`src/design/lmc4_pkg.sv`:
```
// Shared types and constants for the 4-neighbour local minimum counter.
package lmc4_pkg;

  // configuration register
  localparam int CFG_W = 7;
  localparam logic [CFG_W-1:0] CFG_SIZE_RESET = 7'd8;

  // minima count
  localparam int TOTAL_W = 13;
  localparam logic [TOTAL_W-1:0] TOTAL_MAX = 13'h1FFF;

  // result kinds
  localparam logic KIND_MIN   = 1'b0;
  localparam logic KIND_COUNT = 1'b1;

  // slots of a result set, in delivery order
  localparam int RES_ABOVE  = 0;
  localparam int RES_LEFT   = 1;
  localparam int RES_CORNER = 2;
  localparam int RES_COUNT  = 3;
  localparam int RES_N      = 4;

  // position class of one element, worked out by the front
  typedef struct packed {
    logic has_up;     // row >= 1
    logic has_up2;    // row >= 2
    logic has_left;   // col >= 1
    logic has_left2;  // col >= 2
    logic has_right;  // col + 1 < n
    logic bottom;     // row == n - 1
    logic last_col;   // col == n - 1
    logic end_mat;    // final element of the matrix
  } item_flags_t;

endpackage

```
`src/design/lmc4_ram.sv`:
```
// Generic RAM: one write port, two registered read ports.
module lmc4_ram #(
  parameter int WIDTH = 32,
  parameter int DEPTH = 64
) (
  input  logic                                 clk,
  input  logic                                 we,
  input  logic [(DEPTH > 1 ? $clog2(DEPTH) : 1)-1:0] waddr,
  input  logic [WIDTH-1:0]                     wdata,
  input  logic                                 re,
  input  logic [(DEPTH > 1 ? $clog2(DEPTH) : 1)-1:0] raddr_a,
  input  logic [(DEPTH > 1 ? $clog2(DEPTH) : 1)-1:0] raddr_b,
  output logic [WIDTH-1:0]                     rdata_a,
  output logic [WIDTH-1:0]                     rdata_b
);

  logic [WIDTH-1:0] mem [DEPTH];

  always_ff @(posedge clk) begin
    if (we) begin
      mem[waddr] <= wdata;
    end
    if (re) begin
      rdata_a <= mem[raddr_a];
      rdata_b <= mem[raddr_b];
    end
  end

endmodule

```
`src/design/lmc4_queue.sv`:
```
// Short FIFO between the front and the back.
module lmc4_queue #(
  parameter int WIDTH = 32,
  parameter int DEPTH = 2
) (
  input  logic             clk,
  input  logic             rst_n,
  input  logic             push,
  input  logic [WIDTH-1:0] push_data,
  output logic             full,
  input  logic             pop,
  output logic             valid,
  output logic [WIDTH-1:0] head
);

  localparam int AW = (DEPTH > 1) ? $clog2(DEPTH) : 1;
  localparam int CW = $clog2(DEPTH + 1);

  logic [WIDTH-1:0] entry_r [DEPTH];
  logic [AW-1:0]    wr_ptr_r, wr_ptr_nxt;
  logic [AW-1:0]    rd_ptr_r, rd_ptr_nxt;
  logic [CW-1:0]    cnt_r, cnt_nxt;
  logic             do_push, do_pop;

  assign full    = (cnt_r == CW'(DEPTH));
  assign valid   = (cnt_r != '0);
  assign head    = entry_r[rd_ptr_r];
  assign do_push = push && !full;
  assign do_pop  = pop && valid;

  always_comb begin
    wr_ptr_nxt = wr_ptr_r;
    rd_ptr_nxt = rd_ptr_r;
    cnt_nxt    = cnt_r;
    if (do_push) begin
      wr_ptr_nxt = (wr_ptr_r == AW'(DEPTH - 1)) ? '0 : wr_ptr_r + AW'(1);
    end
    if (do_pop) begin
      rd_ptr_nxt = (rd_ptr_r == AW'(DEPTH - 1)) ? '0 : rd_ptr_r + AW'(1);
    end
    if (do_push && !do_pop) begin
      cnt_nxt = cnt_r + CW'(1);
    end else if (do_pop && !do_push) begin
      cnt_nxt = cnt_r - CW'(1);
    end
  end

  always_ff @(posedge clk) begin
    if (!rst_n) begin
      wr_ptr_r <= '0;
      rd_ptr_r <= '0;
      cnt_r    <= '0;
    end else begin
      wr_ptr_r <= wr_ptr_nxt;
      rd_ptr_r <= rd_ptr_nxt;
      cnt_r    <= cnt_nxt;
    end
  end

  always_ff @(posedge clk) begin
    if (do_push) begin
      entry_r[wr_ptr_r] <= push_data;
    end
  end

endmodule

```
`src/design/lmc4_front.sv`:
```
// Front: size register, row/column counters and position classification.
module lmc4_front import lmc4_pkg::*; #(
  parameter int MAX_SIZE = 64
) (
  input  logic                                       clk,
  input  logic                                       rst_n,
  input  logic                                       cfg_wr_en,
  input  logic [CFG_W-1:0]                           cfg_matrix_size,
  input  logic                                       in_push,
  input  logic                                       q_full,
  output logic                                       accept,
  output logic [(MAX_SIZE > 1 ? $clog2(MAX_SIZE) : 1)-1:0] row,
  output logic [(MAX_SIZE > 1 ? $clog2(MAX_SIZE) : 1)-1:0] col,
  output item_flags_t                                flags
);

  localparam int PosW  = (MAX_SIZE > 1) ? $clog2(MAX_SIZE) : 1;
  localparam int SizeW = $clog2(MAX_SIZE + 1);

  logic [SizeW-1:0] n_r;
  logic [PosW-1:0]  row_r, row_nxt;
  logic [PosW-1:0]  col_r, col_nxt;
  logic [SizeW-1:0] row_inc, col_inc;

  // 0 acts as 1, anything above MAX_SIZE as MAX_SIZE
  function automatic logic [SizeW-1:0] size_clamp(input logic [CFG_W-1:0] s);
    if (s == '0) begin
      return SizeW'(1);
    end else if (int'(s) > MAX_SIZE) begin
      return SizeW'(MAX_SIZE);
    end else begin
      return SizeW'(s);
    end
  endfunction

  assign accept  = in_push && !q_full;
  assign row     = row_r;
  assign col     = col_r;
  assign row_inc = SizeW'(row_r) + SizeW'(1);
  assign col_inc = SizeW'(col_r) + SizeW'(1);

  always_comb begin
    flags.has_up    = (row_r != '0);
    flags.has_up2   = (row_r > PosW'(1));
    flags.has_left  = (col_r != '0);
    flags.has_left2 = (col_r > PosW'(1));
    flags.has_right = (col_inc < n_r);
    flags.bottom    = (row_inc == n_r);
    flags.last_col  = (col_inc == n_r);
    flags.end_mat   = flags.bottom && flags.last_col;
  end

  always_comb begin
    row_nxt = row_r;
    col_nxt = col_r;
    if (accept) begin
      if (flags.last_col) begin
        col_nxt = '0;
        row_nxt = flags.bottom ? '0 : row_r + PosW'(1);
      end else begin
        col_nxt = col_r + PosW'(1);
      end
    end
  end

  always_ff @(posedge clk) begin
    if (!rst_n) begin
      n_r   <= size_clamp(CFG_SIZE_RESET);
      row_r <= '0;
      col_r <= '0;
    end else if (cfg_wr_en) begin
      n_r   <= size_clamp(cfg_matrix_size);
      row_r <= '0;
      col_r <= '0;
    end else begin
      row_r <= row_nxt;
      col_r <= col_nxt;
    end
  end

  // counters never leave the matrix
  a_pos_in_range: assert property (@(posedge clk) disable iff (!rst_n)
    (SizeW'(row_r) < n_r) && (SizeW'(col_r) < n_r))
    else $error("position counter outside matrix");

endmodule

```
`src/design/lmc4_eval.sv`:
```
// Back, evaluate part: row store RAM, neighbour window and minimum tests.
module lmc4_eval import lmc4_pkg::*; #(
  parameter int MAX_SIZE   = 64,
  parameter int VALUE_BITS = 16
) (
  input  logic                                       clk,
  input  logic                                       rst_n,
  input  logic                                       cnt_clear,
  input  logic                                       q_valid,
  input  logic signed [VALUE_BITS-1:0]               q_value,
  input  logic [(MAX_SIZE > 1 ? $clog2(MAX_SIZE) : 1)-1:0] q_row,
  input  logic [(MAX_SIZE > 1 ? $clog2(MAX_SIZE) : 1)-1:0] q_col,
  input  item_flags_t                                q_flags,
  output logic                                       q_pop,
  output logic                                       bundle_valid,
  input  logic                                       bundle_ready,
  output logic [RES_N-1:0]                           b_mask,
  output logic signed [VALUE_BITS-1:0]               b_value,
  output logic signed [VALUE_BITS-1:0]               b_prev,
  output logic signed [VALUE_BITS-1:0]               b_cur1,
  output logic [(MAX_SIZE > 1 ? $clog2(MAX_SIZE) : 1)-1:0] b_row,
  output logic [(MAX_SIZE > 1 ? $clog2(MAX_SIZE) : 1)-1:0] b_col,
  output logic [TOTAL_W-1:0]                         b_total
);

  localparam int PosW = (MAX_SIZE > 1) ? $clog2(MAX_SIZE) : 1;
  localparam int VB   = VALUE_BITS;

  // RAM entry per column: {row above, two rows above}
  logic [2*VB-1:0] rd_a, rd_b, wr_data;
  logic [PosW-1:0] raddr_b;

  logic                 s1_valid_r;
  logic signed [VB-1:0] s1_value_r;
  logic [PosW-1:0]      s1_row_r, s1_col_r;
  item_flags_t          s1_flags_r;
  logic                 byp_a_r, byp_b_r;
  logic [2*VB-1:0]      byp_data_r;
  logic signed [VB-1:0] prevl_r, cur1_r, cur2_r;
  logic [TOTAL_W-1:0]   cnt_r, cnt_nxt;

  logic signed [VB-1:0] prev_c, two_c, prev_r1;
  logic                 above_ok, left_ok, corner_ok;
  logic [1:0]           found_n;
  logic [TOTAL_W:0]     cnt_sum;
  logic [TOTAL_W-1:0]   cnt_sat;
  logic                 s1_fire;

  assign raddr_b = q_col + PosW'(1);
  assign wr_data = {s1_value_r, prev_c};

  lmc4_ram #(
    .WIDTH (2 * VB),
    .DEPTH (MAX_SIZE)
  ) u_rows (
    .clk     (clk),
    .we      (s1_fire),
    .waddr   (s1_col_r),
    .wdata   (wr_data),
    .re      (q_pop),
    .raddr_a (q_col),
    .raddr_b (raddr_b),
    .rdata_a (rd_a),
    .rdata_b (rd_b)
  );

  // forward a write that landed on the same column as the read
  assign prev_c  = byp_a_r ? byp_data_r[2*VB-1:VB] : rd_a[2*VB-1:VB];
  assign two_c   = byp_a_r ? byp_data_r[VB-1:0]    : rd_a[VB-1:0];
  assign prev_r1 = byp_b_r ? byp_data_r[2*VB-1:VB] : rd_b[2*VB-1:VB];

  always_comb begin
    above_ok = s1_flags_r.has_up &&
               (!s1_flags_r.has_up2   || prev_c < two_c) &&
               (!s1_flags_r.has_left  || prev_c < prevl_r) &&
               (!s1_flags_r.has_right || prev_c < prev_r1) &&
               (prev_c < s1_value_r);
    left_ok  = s1_flags_r.bottom && s1_flags_r.has_left &&
               (!s1_flags_r.has_up    || cur1_r < prevl_r) &&
               (!s1_flags_r.has_left2 || cur1_r < cur2_r) &&
               (cur1_r < s1_value_r);
    corner_ok = s1_flags_r.bottom && s1_flags_r.last_col &&
                (!s1_flags_r.has_up   || s1_value_r < prev_c) &&
                (!s1_flags_r.has_left || s1_value_r < cur1_r);
  end

  always_comb begin
    found_n = 2'(above_ok) + 2'(left_ok) + 2'(corner_ok);
    cnt_sum = {1'b0, cnt_r} + (TOTAL_W + 1)'(found_n);
    cnt_sat = (cnt_sum > {1'b0, TOTAL_MAX}) ? TOTAL_MAX : cnt_sum[TOTAL_W-1:0];
    cnt_nxt = s1_flags_r.end_mat ? '0 : cnt_sat;
  end

  always_comb begin
    b_mask             = '0;
    b_mask[RES_ABOVE]  = above_ok;
    b_mask[RES_LEFT]   = left_ok;
    b_mask[RES_CORNER] = corner_ok;
    b_mask[RES_COUNT]  = s1_flags_r.end_mat;
  end

  assign bundle_valid = s1_valid_r && (b_mask != '0);
  assign s1_fire      = s1_valid_r && (!bundle_valid || bundle_ready);
  assign q_pop        = q_valid && (!s1_valid_r || s1_fire);

  assign b_value = s1_value_r;
  assign b_prev  = prev_c;
  assign b_cur1  = cur1_r;
  assign b_row   = s1_row_r;
  assign b_col   = s1_col_r;
  assign b_total = cnt_sat;

  always_ff @(posedge clk) begin
    if (!rst_n) begin
      s1_valid_r <= 1'b0;
      cnt_r      <= '0;
      byp_a_r    <= 1'b0;
      byp_b_r    <= 1'b0;
    end else begin
      if (q_pop) begin
        s1_valid_r <= 1'b1;
      end else if (s1_fire) begin
        s1_valid_r <= 1'b0;
      end
      if (cnt_clear) begin
        cnt_r <= '0;
      end else if (s1_fire) begin
        cnt_r <= cnt_nxt;
      end
      if (q_pop) begin
        byp_a_r <= s1_fire && (s1_col_r == q_col);
        byp_b_r <= s1_fire && (s1_col_r == raddr_b);
      end
    end
  end

  always_ff @(posedge clk) begin
    if (q_pop) begin
      s1_value_r <= q_value;
      s1_row_r   <= q_row;
      s1_col_r   <= q_col;
      s1_flags_r <= q_flags;
      byp_data_r <= wr_data;
    end
    if (s1_fire) begin
      prevl_r <= prev_c;
      cur1_r  <= s1_value_r;
      cur2_r  <= cur1_r;
    end
  end

  // the count restarts after the last element of a matrix
  a_cnt_restart: assert property (@(posedge clk) disable iff (!rst_n)
    s1_fire && s1_flags_r.end_mat |=> (cnt_r == '0))
    else $error("minima count not cleared after matrix end");

  // a left-neighbour or corner minimum only in the bottom row
  a_bottom_only: assert property (@(posedge clk) disable iff (!rst_n)
    s1_valid_r && (left_ok || corner_ok) |-> s1_flags_r.bottom)
    else $error("bottom-row minimum outside bottom row");

endmodule

```
`src/design/lmc4_emit.sv`:
```
// Back, emit part: drains one result set into the output register.
module lmc4_emit import lmc4_pkg::*; #(
  parameter int MAX_SIZE   = 64,
  parameter int VALUE_BITS = 16
) (
  input  logic                                       clk,
  input  logic                                       rst_n,
  input  logic                                       bundle_valid,
  output logic                                       bundle_ready,
  input  logic [RES_N-1:0]                           b_mask,
  input  logic signed [VALUE_BITS-1:0]               b_value,
  input  logic signed [VALUE_BITS-1:0]               b_prev,
  input  logic signed [VALUE_BITS-1:0]               b_cur1,
  input  logic [(MAX_SIZE > 1 ? $clog2(MAX_SIZE) : 1)-1:0] b_row,
  input  logic [(MAX_SIZE > 1 ? $clog2(MAX_SIZE) : 1)-1:0] b_col,
  input  logic [TOTAL_W-1:0]                         b_total,
  output logic                                       out_empty,
  input  logic                                       out_pop,
  output logic                                       out_item_kind,
  output logic signed [VALUE_BITS-1:0]               out_min_value,
  output logic [(MAX_SIZE > 1 ? $clog2(MAX_SIZE) : 1)-1:0] out_min_row,
  output logic [(MAX_SIZE > 1 ? $clog2(MAX_SIZE) : 1)-1:0] out_min_column,
  output logic [TOTAL_W-1:0]                         out_minimum_total,
  output logic                                       out_last_of_run
);

  localparam int PosW = (MAX_SIZE > 1) ? $clog2(MAX_SIZE) : 1;
  localparam int VB   = VALUE_BITS;

  logic [RES_N-1:0]     mask_r, mask_after, pick;
  logic signed [VB-1:0] p_value_r, p_prev_r, p_cur1_r;
  logic [PosW-1:0]      p_row_r, p_col_r;
  logic [TOTAL_W-1:0]   p_total_r;
  logic                 load, take;

  logic                 out_valid_r;
  logic                 out_kind_r, out_kind_nxt;
  logic signed [VB-1:0] out_value_r, out_value_nxt;
  logic [PosW-1:0]      out_row_r, out_row_nxt;
  logic [PosW-1:0]      out_col_r, out_col_nxt;
  logic [TOTAL_W-1:0]   out_total_r, out_total_nxt;
  logic                 out_last_r;

  // lowest pending slot goes first
  assign pick         = mask_r & (~mask_r + RES_N'(1));
  assign load         = (mask_r != '0) && (!out_valid_r || out_pop);
  assign mask_after   = load ? (mask_r & ~pick) : mask_r;
  assign bundle_ready = (mask_after == '0);
  assign take         = bundle_valid && bundle_ready;

  always_comb begin
    out_kind_nxt  = KIND_MIN;
    out_value_nxt = '0;
    out_row_nxt   = '0;
    out_col_nxt   = '0;
    out_total_nxt = '0;
    if (pick[RES_ABOVE]) begin
      out_value_nxt = p_prev_r;
      out_row_nxt   = p_row_r - PosW'(1);
      out_col_nxt   = p_col_r;
    end else if (pick[RES_LEFT]) begin
      out_value_nxt = p_cur1_r;
      out_row_nxt   = p_row_r;
      out_col_nxt   = p_col_r - PosW'(1);
    end else if (pick[RES_CORNER]) begin
      out_value_nxt = p_value_r;
      out_row_nxt   = p_row_r;
      out_col_nxt   = p_col_r;
    end else begin
      out_kind_nxt  = KIND_COUNT;
      out_total_nxt = p_total_r;
    end
  end

  always_ff @(posedge clk) begin
    if (!rst_n) begin
      mask_r      <= '0;
      out_valid_r <= 1'b0;
    end else begin
      mask_r <= take ? b_mask : mask_after;
      if (load) begin
        out_valid_r <= 1'b1;
      end else if (out_pop) begin
        out_valid_r <= 1'b0;
      end
    end
  end

  always_ff @(posedge clk) begin
    if (take) begin
      p_value_r <= b_value;
      p_prev_r  <= b_prev;
      p_cur1_r  <= b_cur1;
      p_row_r   <= b_row;
      p_col_r   <= b_col;
      p_total_r <= b_total;
    end
    if (load) begin
      out_kind_r  <= out_kind_nxt;
      out_value_r <= out_value_nxt;
      out_row_r   <= out_row_nxt;
      out_col_r   <= out_col_nxt;
      out_total_r <= out_total_nxt;
      out_last_r  <= (mask_after == '0);
    end
  end

  assign out_empty         = !out_valid_r;
  assign out_item_kind     = out_kind_r;
  assign out_min_value     = out_value_r;
  assign out_min_row       = out_row_r;
  assign out_min_column    = out_col_r;
  assign out_minimum_total = out_total_r;
  assign out_last_of_run   = out_last_r;

  // the count item closes its set
  a_count_last: assert property (@(posedge clk) disable iff (!rst_n)
    out_valid_r && (out_kind_r == KIND_COUNT) |-> out_last_r)
    else $error("count item not marked last");

endmodule

```
`src/design/local_minimum_counter_4n_top.sv`:
```
// Top level of the streaming 4-neighbour local minimum counter.
//
//  channel  | ports                                   | transfer when
//  ---------+-----------------------------------------+--------------------------
//  input    | in_push, in_full, in_element_value       | in_push && !in_full
//  result   | out_empty, out_pop, out_item_kind, ...   | out_pop && !out_empty
//  config   | cfg_wr_en, cfg_matrix_size               | cfg_wr_en
//
// One element is taken per cycle while the queue has room; the front
// classifies it and queues it, the back reads the row store (one dual-read
// RAM port pair) and tests neighbours. Results leave one per cycle while the
// receiver pops, so an element that causes several results holds the back
// until all but the last of them have been loaded into the output register.
// Reset (rst_n low, synchronous) clears control state only; the row store
// needs no clearing pass. Stalls on the result side back up through the queue.
module local_minimum_counter_4n_top import lmc4_pkg::*; #(
  parameter int MAX_SIZE   = 64,
  parameter int VALUE_BITS = 16
) (
  input  logic                                       clk,
  input  logic                                       rst_n,
  // configuration
  input  logic                                       cfg_wr_en,
  input  logic [CFG_W-1:0]                           cfg_matrix_size,
  // input channel
  input  logic                                       in_push,
  output logic                                       in_full,
  input  logic signed [VALUE_BITS-1:0]               in_element_value,
  // result channel
  output logic                                       out_empty,
  input  logic                                       out_pop,
  output logic                                       out_item_kind,
  output logic signed [VALUE_BITS-1:0]               out_min_value,
  output logic [(MAX_SIZE > 1 ? $clog2(MAX_SIZE) : 1)-1:0] out_min_row,
  output logic [(MAX_SIZE > 1 ? $clog2(MAX_SIZE) : 1)-1:0] out_min_column,
  output logic [TOTAL_W-1:0]                         out_minimum_total,
  output logic                                       out_last_of_run
);

  localparam int PosW    = (MAX_SIZE > 1) ? $clog2(MAX_SIZE) : 1;
  localparam int FlagW   = $bits(item_flags_t);
  localparam int QW      = VALUE_BITS + 2 * PosW + FlagW;
  localparam int QDepth  = 2;

  // front -> queue
  logic            f_accept;
  logic [PosW-1:0] f_row, f_col;
  item_flags_t     f_flags;
  logic            q_full;

  // queue -> eval
  logic            q_valid, q_pop;
  logic [QW-1:0]   q_head;
  logic signed [VALUE_BITS-1:0] q_value;
  logic [PosW-1:0] q_row, q_col;
  item_flags_t     q_flags;

  // eval -> emit
  logic                         bundle_valid, bundle_ready;
  logic [RES_N-1:0]             b_mask;
  logic signed [VALUE_BITS-1:0] b_value, b_prev, b_cur1;
  logic [PosW-1:0]              b_row, b_col;
  logic [TOTAL_W-1:0]           b_total;

  assign in_full = q_full;

  lmc4_front #(
    .MAX_SIZE (MAX_SIZE)
  ) u_front (
    .clk             (clk),
    .rst_n           (rst_n),
    .cfg_wr_en       (cfg_wr_en),
    .cfg_matrix_size (cfg_matrix_size),
    .in_push         (in_push),
    .q_full          (q_full),
    .accept          (f_accept),
    .row             (f_row),
    .col             (f_col),
    .flags           (f_flags)
  );

  // queue entry: {value, row, col, flags}
  lmc4_queue #(
    .WIDTH (QW),
    .DEPTH (QDepth)
  ) u_queue (
    .clk       (clk),
    .rst_n     (rst_n),
    .push      (f_accept),
    .push_data ({in_element_value, f_row, f_col, f_flags}),
    .full      (q_full),
    .pop       (q_pop),
    .valid     (q_valid),
    .head      (q_head)
  );

  assign q_value = q_head[QW-1 -: VALUE_BITS];
  assign q_row   = q_head[FlagW + 2*PosW - 1 -: PosW];
  assign q_col   = q_head[FlagW + PosW - 1 -: PosW];
  assign q_flags = item_flags_t'(q_head[FlagW-1:0]);

  lmc4_eval #(
    .MAX_SIZE   (MAX_SIZE),
    .VALUE_BITS (VALUE_BITS)
  ) u_eval (
    .clk          (clk),
    .rst_n        (rst_n),
    .cnt_clear    (cfg_wr_en),
    .q_valid      (q_valid),
    .q_value      (q_value),
    .q_row        (q_row),
    .q_col        (q_col),
    .q_flags      (q_flags),
    .q_pop        (q_pop),
    .bundle_valid (bundle_valid),
    .bundle_ready (bundle_ready),
    .b_mask       (b_mask),
    .b_value      (b_value),
    .b_prev       (b_prev),
    .b_cur1       (b_cur1),
    .b_row        (b_row),
    .b_col        (b_col),
    .b_total      (b_total)
  );

  lmc4_emit #(
    .MAX_SIZE   (MAX_SIZE),
    .VALUE_BITS (VALUE_BITS)
  ) u_emit (
    .clk               (clk),
    .rst_n             (rst_n),
    .bundle_valid      (bundle_valid),
    .bundle_ready      (bundle_ready),
    .b_mask            (b_mask),
    .b_value           (b_value),
    .b_prev            (b_prev),
    .b_cur1            (b_cur1),
    .b_row             (b_row),
    .b_col             (b_col),
    .b_total           (b_total),
    .out_empty         (out_empty),
    .out_pop           (out_pop),
    .out_item_kind     (out_item_kind),
    .out_min_value     (out_min_value),
    .out_min_row       (out_min_row),
    .out_min_column    (out_min_column),
    .out_minimum_total (out_minimum_total),
    .out_last_of_run   (out_last_of_run)
  );

endmodule

```
`config.mk`:
```
export PLATFORM = sky130hd
export DESIGN_NAME = local_minimum_counter_4n_top
export DESIGN_NICKNAME = d
export VERILOG_FILES = /design/src/design/lmc4_pkg.sv /design/src/design/lmc4_ram.sv /design/src/design/lmc4_queue.sv /design/src/design/lmc4_front.sv /design/src/design/lmc4_eval.sv /design/src/design/lmc4_emit.sv /design/src/design/local_minimum_counter_4n_top.sv
export SDC_FILE = /design/constraint.sdc
export NUM_CORES = 2
export LEC_CHECK = 0
export ABC_AREA = 0
export BUFFER_PORTS_ARGS = -buffer_cell sky130_fd_sc_hd__buf_2
export CAP_MARGIN = 30
export CORE_MARGIN = 8
export CORE_UTILIZATION = 35
export CTS_BUF_LIST = sky130_fd_sc_hd__clkbuf_8 sky130_fd_sc_hd__clkbuf_16
export DETAILED_ROUTE_END_ITERATION = 10
export HOLD_SLACK_MARGIN = 0.02
export RECOVER_POWER = 50
export SYNTH_ARGS = -nofsm -noshare
export SYNTH_HDL_FRONTEND = slang
export SYNTH_SLANG_ARGS = --single-unit
```
`constraint.sdc`:
```
create_clock -name clk -period 20.1 [get_ports clk]
set_input_delay 1.005 -clock clk [delete_from_list [all_inputs] [get_ports clk]]
set_output_delay 1.005 -clock clk [all_outputs]
set_load 0.1 [all_outputs]
```
==> results.cfg <==
[yosys]
synth_edf_count = 2400
synth_area_um2 = 107000
yosysUniqueCellTypes = 77
synthFlopType = edfxtp_1
ys_ff_latch = 2445
yosysSeqAreaShare = 0.679
postSynthCellCount = 8265
avgSynthCellArea_um2 = 13.0
yosysWarnings = 0
synth_fp_nets = 8423
ys_async_sr_fraction = 0

[timing]
fin_skew_ns = 0.0654
worst_pin_slew_ns = 8.13
relSlewSlack = -4.42
finalHoldViolations = 0
tns_ns = 0
rsz0062_at_grt = no
setup_viol = 0
max_freq_ghz = 0.0766
finalCritPeriodShare = 0.649
finalCriticalPeriod_ns = 13.05
finalMaxSlewViolations = 2778

[power]
total_power_w = 0.0185
switching_power_w = 0.00705
p_leak_nw = 40.7
swShare = 0.381
power.internal_w = 0.0115
pwr-share-clk = 0.257
power_density_nw_per_um2 = 153
combinationalPowerShare = 0.364
irDropWorstVdd_v = 0.000135
pwr-share-seq = 0.379

[final_layout]
areaGrowthSynthToFinish_pct = 12.7
drive_gt1_frac = 0.111
layout.nets = 8375
layout_commonest_cell = edfxtp_1
final_cell_mix = edfxtp_1 (2400), nand2_1 (2152), nand3_1 (1061)

[clocking]
clock_latency_ns = 0.93
cts.hold.buffers_added = 0
cts_num_sinks = 2445
clockBufferDepth = 4
cts_tree = yes
clkSlewWorstSetupHoldPaths_ns = 0.06
htreeDepth = 5
root_buffer = clkbuf_16
cts_resized = 0
cts_buffers = 279
post_cts_buffers = 0

[drt]
drt-initial-drc-count = 9822
dr.pass1.iters = 8
drc = 0
ant_nets = 0
routed-via-count = 71877
wl_per_cell_um = 26.3
wl_mm = 328
routed_via_density = 5.75

[setup_path]
ff2ff_path_depth = 10
startpoint_type = flop
path_max_fanout = 112
cp-end-kind = flop
rrSetupSlack_ns = 7.05
crit_type = flop to flop
endpoint = u_eval.u_rows.rdata_b[18]
crit_arrival_ns = 13.68
required_ns = 20.73
r2r_end = u_eval.u_rows.rdata_b[18]

[global_routing]
grt_max_degree = 171
overflow = 0
track_usage = 0.194
grt_pass1_vias = 68392
antenna_found_initial = 15
grt_pass1_wl_mm = 473

[die]
start_util = 0.352
io_pins = 73
die_area_um2 = 325000
die_x_um = 570
rows = 203
die_h_um = 570
core_um2 = 306000

[outcome]
violations = max-capacitance violations, max-slew violations
status = finished with violations

[place]
numPortBuffers = 72
dp_hpwl_mm = 178
gp_congestion = 0.875

[hold_path]
hp-class = input port to flop
min_path_cells = 1

[run]
cap_violations = 46
[per-layer routing]
layer  track usage  routed length (um)
met1         0.268              133000
met2         0.300              147000
met5             0                  25
met4        0.0769               14700
met3        0.0393               34100
[cells by family (layout without fill, tap and decap cells)]
group | Yosys count | after routing | synth area share
mux | 411 | 411 | 0.0687
other cells | 0 | 3 | 0
compound gates | 850 | 850 | 0.0578
fa+ha+maj | 131 | 131 | 0.0154
xor+xnor | 35 | 35 | 0.00285
flops | 2445 | 2445 | 0.679
buf+inv | 697 | 826 | 0.0259
simple gates | 3696 | 3696 | 0.150
[synth_stat cells (all sizes together) (3+ instances only)]
cell	n	area share
a2111oi	3	0.00036
a211oi	123	0.0086
a21boi	6	0.00042
a21o	14	0.00098
a21oi	192	0.0089
a22o	4	0.00033
a22oi	5	0.00035
a311oi	353	0.029
a31o	4	0.00033
a31oi	37	0.0022
and2	22	0.0013
and3	139	0.0081
buf	152	0.0068
clkbuf	450	0.016
dfxtp	45	0.0084
edfxtp	2400	0.67
ha	128	0.015
inv	95	0.0033
mux2	50	0.0052
mux2i	105	0.0098
mux4	256	0.054
nand2	2153	0.075
nand2b	13	0.00076
nand3	1061	0.049
nand3b	8	0.00056
nand4	20	0.0012
nor2	123	0.0043
nor2b	79	0.0046
nor3	43	0.0020
nor4	7	0.00041
o211ai	6	0.00042
o21a	4	0.00028
o21ai	64	0.0030
o22ai	4	0.00023
o311ai	3	0.00024
o31ai	3	0.00021
or3	7	0.00041
or3b	4	0.00033
or4	3	0.00021
or4b	5	0.00047
xnor2	26	0.0021
xor2	9	0.00073
[worst max-delay path: stages (launching register included)]
cell	delay, ns
dfxtp_1	0.38
clkbuf_1	1.90
mux2i_4	0.44
clkbuf_1	5.66
o31ai_1	1.00
nand2_4	0.93
buf_4	0.76
a211oi_1	0.17
a21oi_1	0.55
a21oi_1	0.27
a21oi_1	0.62
[sequential cells by signal (all words and copies together), names as in the netlist, 32 cells and up, named ones only]
register               count
u_eval.u_rows.rdata_a     32
u_eval.byp_data_r         32
u_eval.u_rows.mem       2048
u_queue.entry_r           72
[worst min-delay path by stage]
stage / from / endpoint / slack, ns
3_5_place_dp: u_eval.b_row[2] / u_emit.p_row_r[2] / 0.41
3_3_place_gp: u_eval.b_row[1] / u_emit.p_row_r[1] / 0.40
5_1_grt: in_element_value[12] / u_queue.entry_r[1][32] / 0.25
4_1_cts: in_element_value[12] / u_queue.entry_r[0][32] / 0.23
6_report: in_element_value[12] / u_queue.entry_r[0][32] / 0.29
2_1_floorplan: u_eval.b_row[0] / u_emit.p_row_r[0] / 0.40
[metrics by stage]
stage / hold WS, ns / setup slack (ns) / instances / utilization / instance area (um^2)
final: 0.285 / 7.05 / 12497 / 0.396 / 121000
after floorplan: 0.400 / 13.67 / 8265 / - / 107000
after global routing: 0.251 / 6.76 / 12496 / 0.396 / 121000
after global placement: 0.403 / 13.36 / 12021 / 0.369 / 113000
after CTS: 0.233 / 13.30 / 12487 / 0.397 / 121000
after detailed placement: 0.410 / 13.32 / 12029 / 0.369 / 113000
[power groups by stage]
stage | logic [W] | clock network, W | registers (W)
floorplan | 0.00382 | 0 | 0.00719
global route | 0.00714 | 0.00500 | 0.00706
CTS | 0.00664 | 0.00482 | 0.00690
detailed placement | 0.00662 | 0 | 0.00701
finish | 0.00675 | 0.00476 | 0.00703
global placement | 0.00652 | 0 | 0.00700
[cell type report]
cell class	count	area (um^2)
clock buffers	289	7210
diodes	3	7.51
flip-flops and latches	2445	73000
clock inverters	169	1160
multi-input cells	5123	32300
inverters	95	379
repair buffers	273	1910
well taps	4100	5130
fillers	28075	185000
No activity file was read; power rests on OpenSTA's default activity.
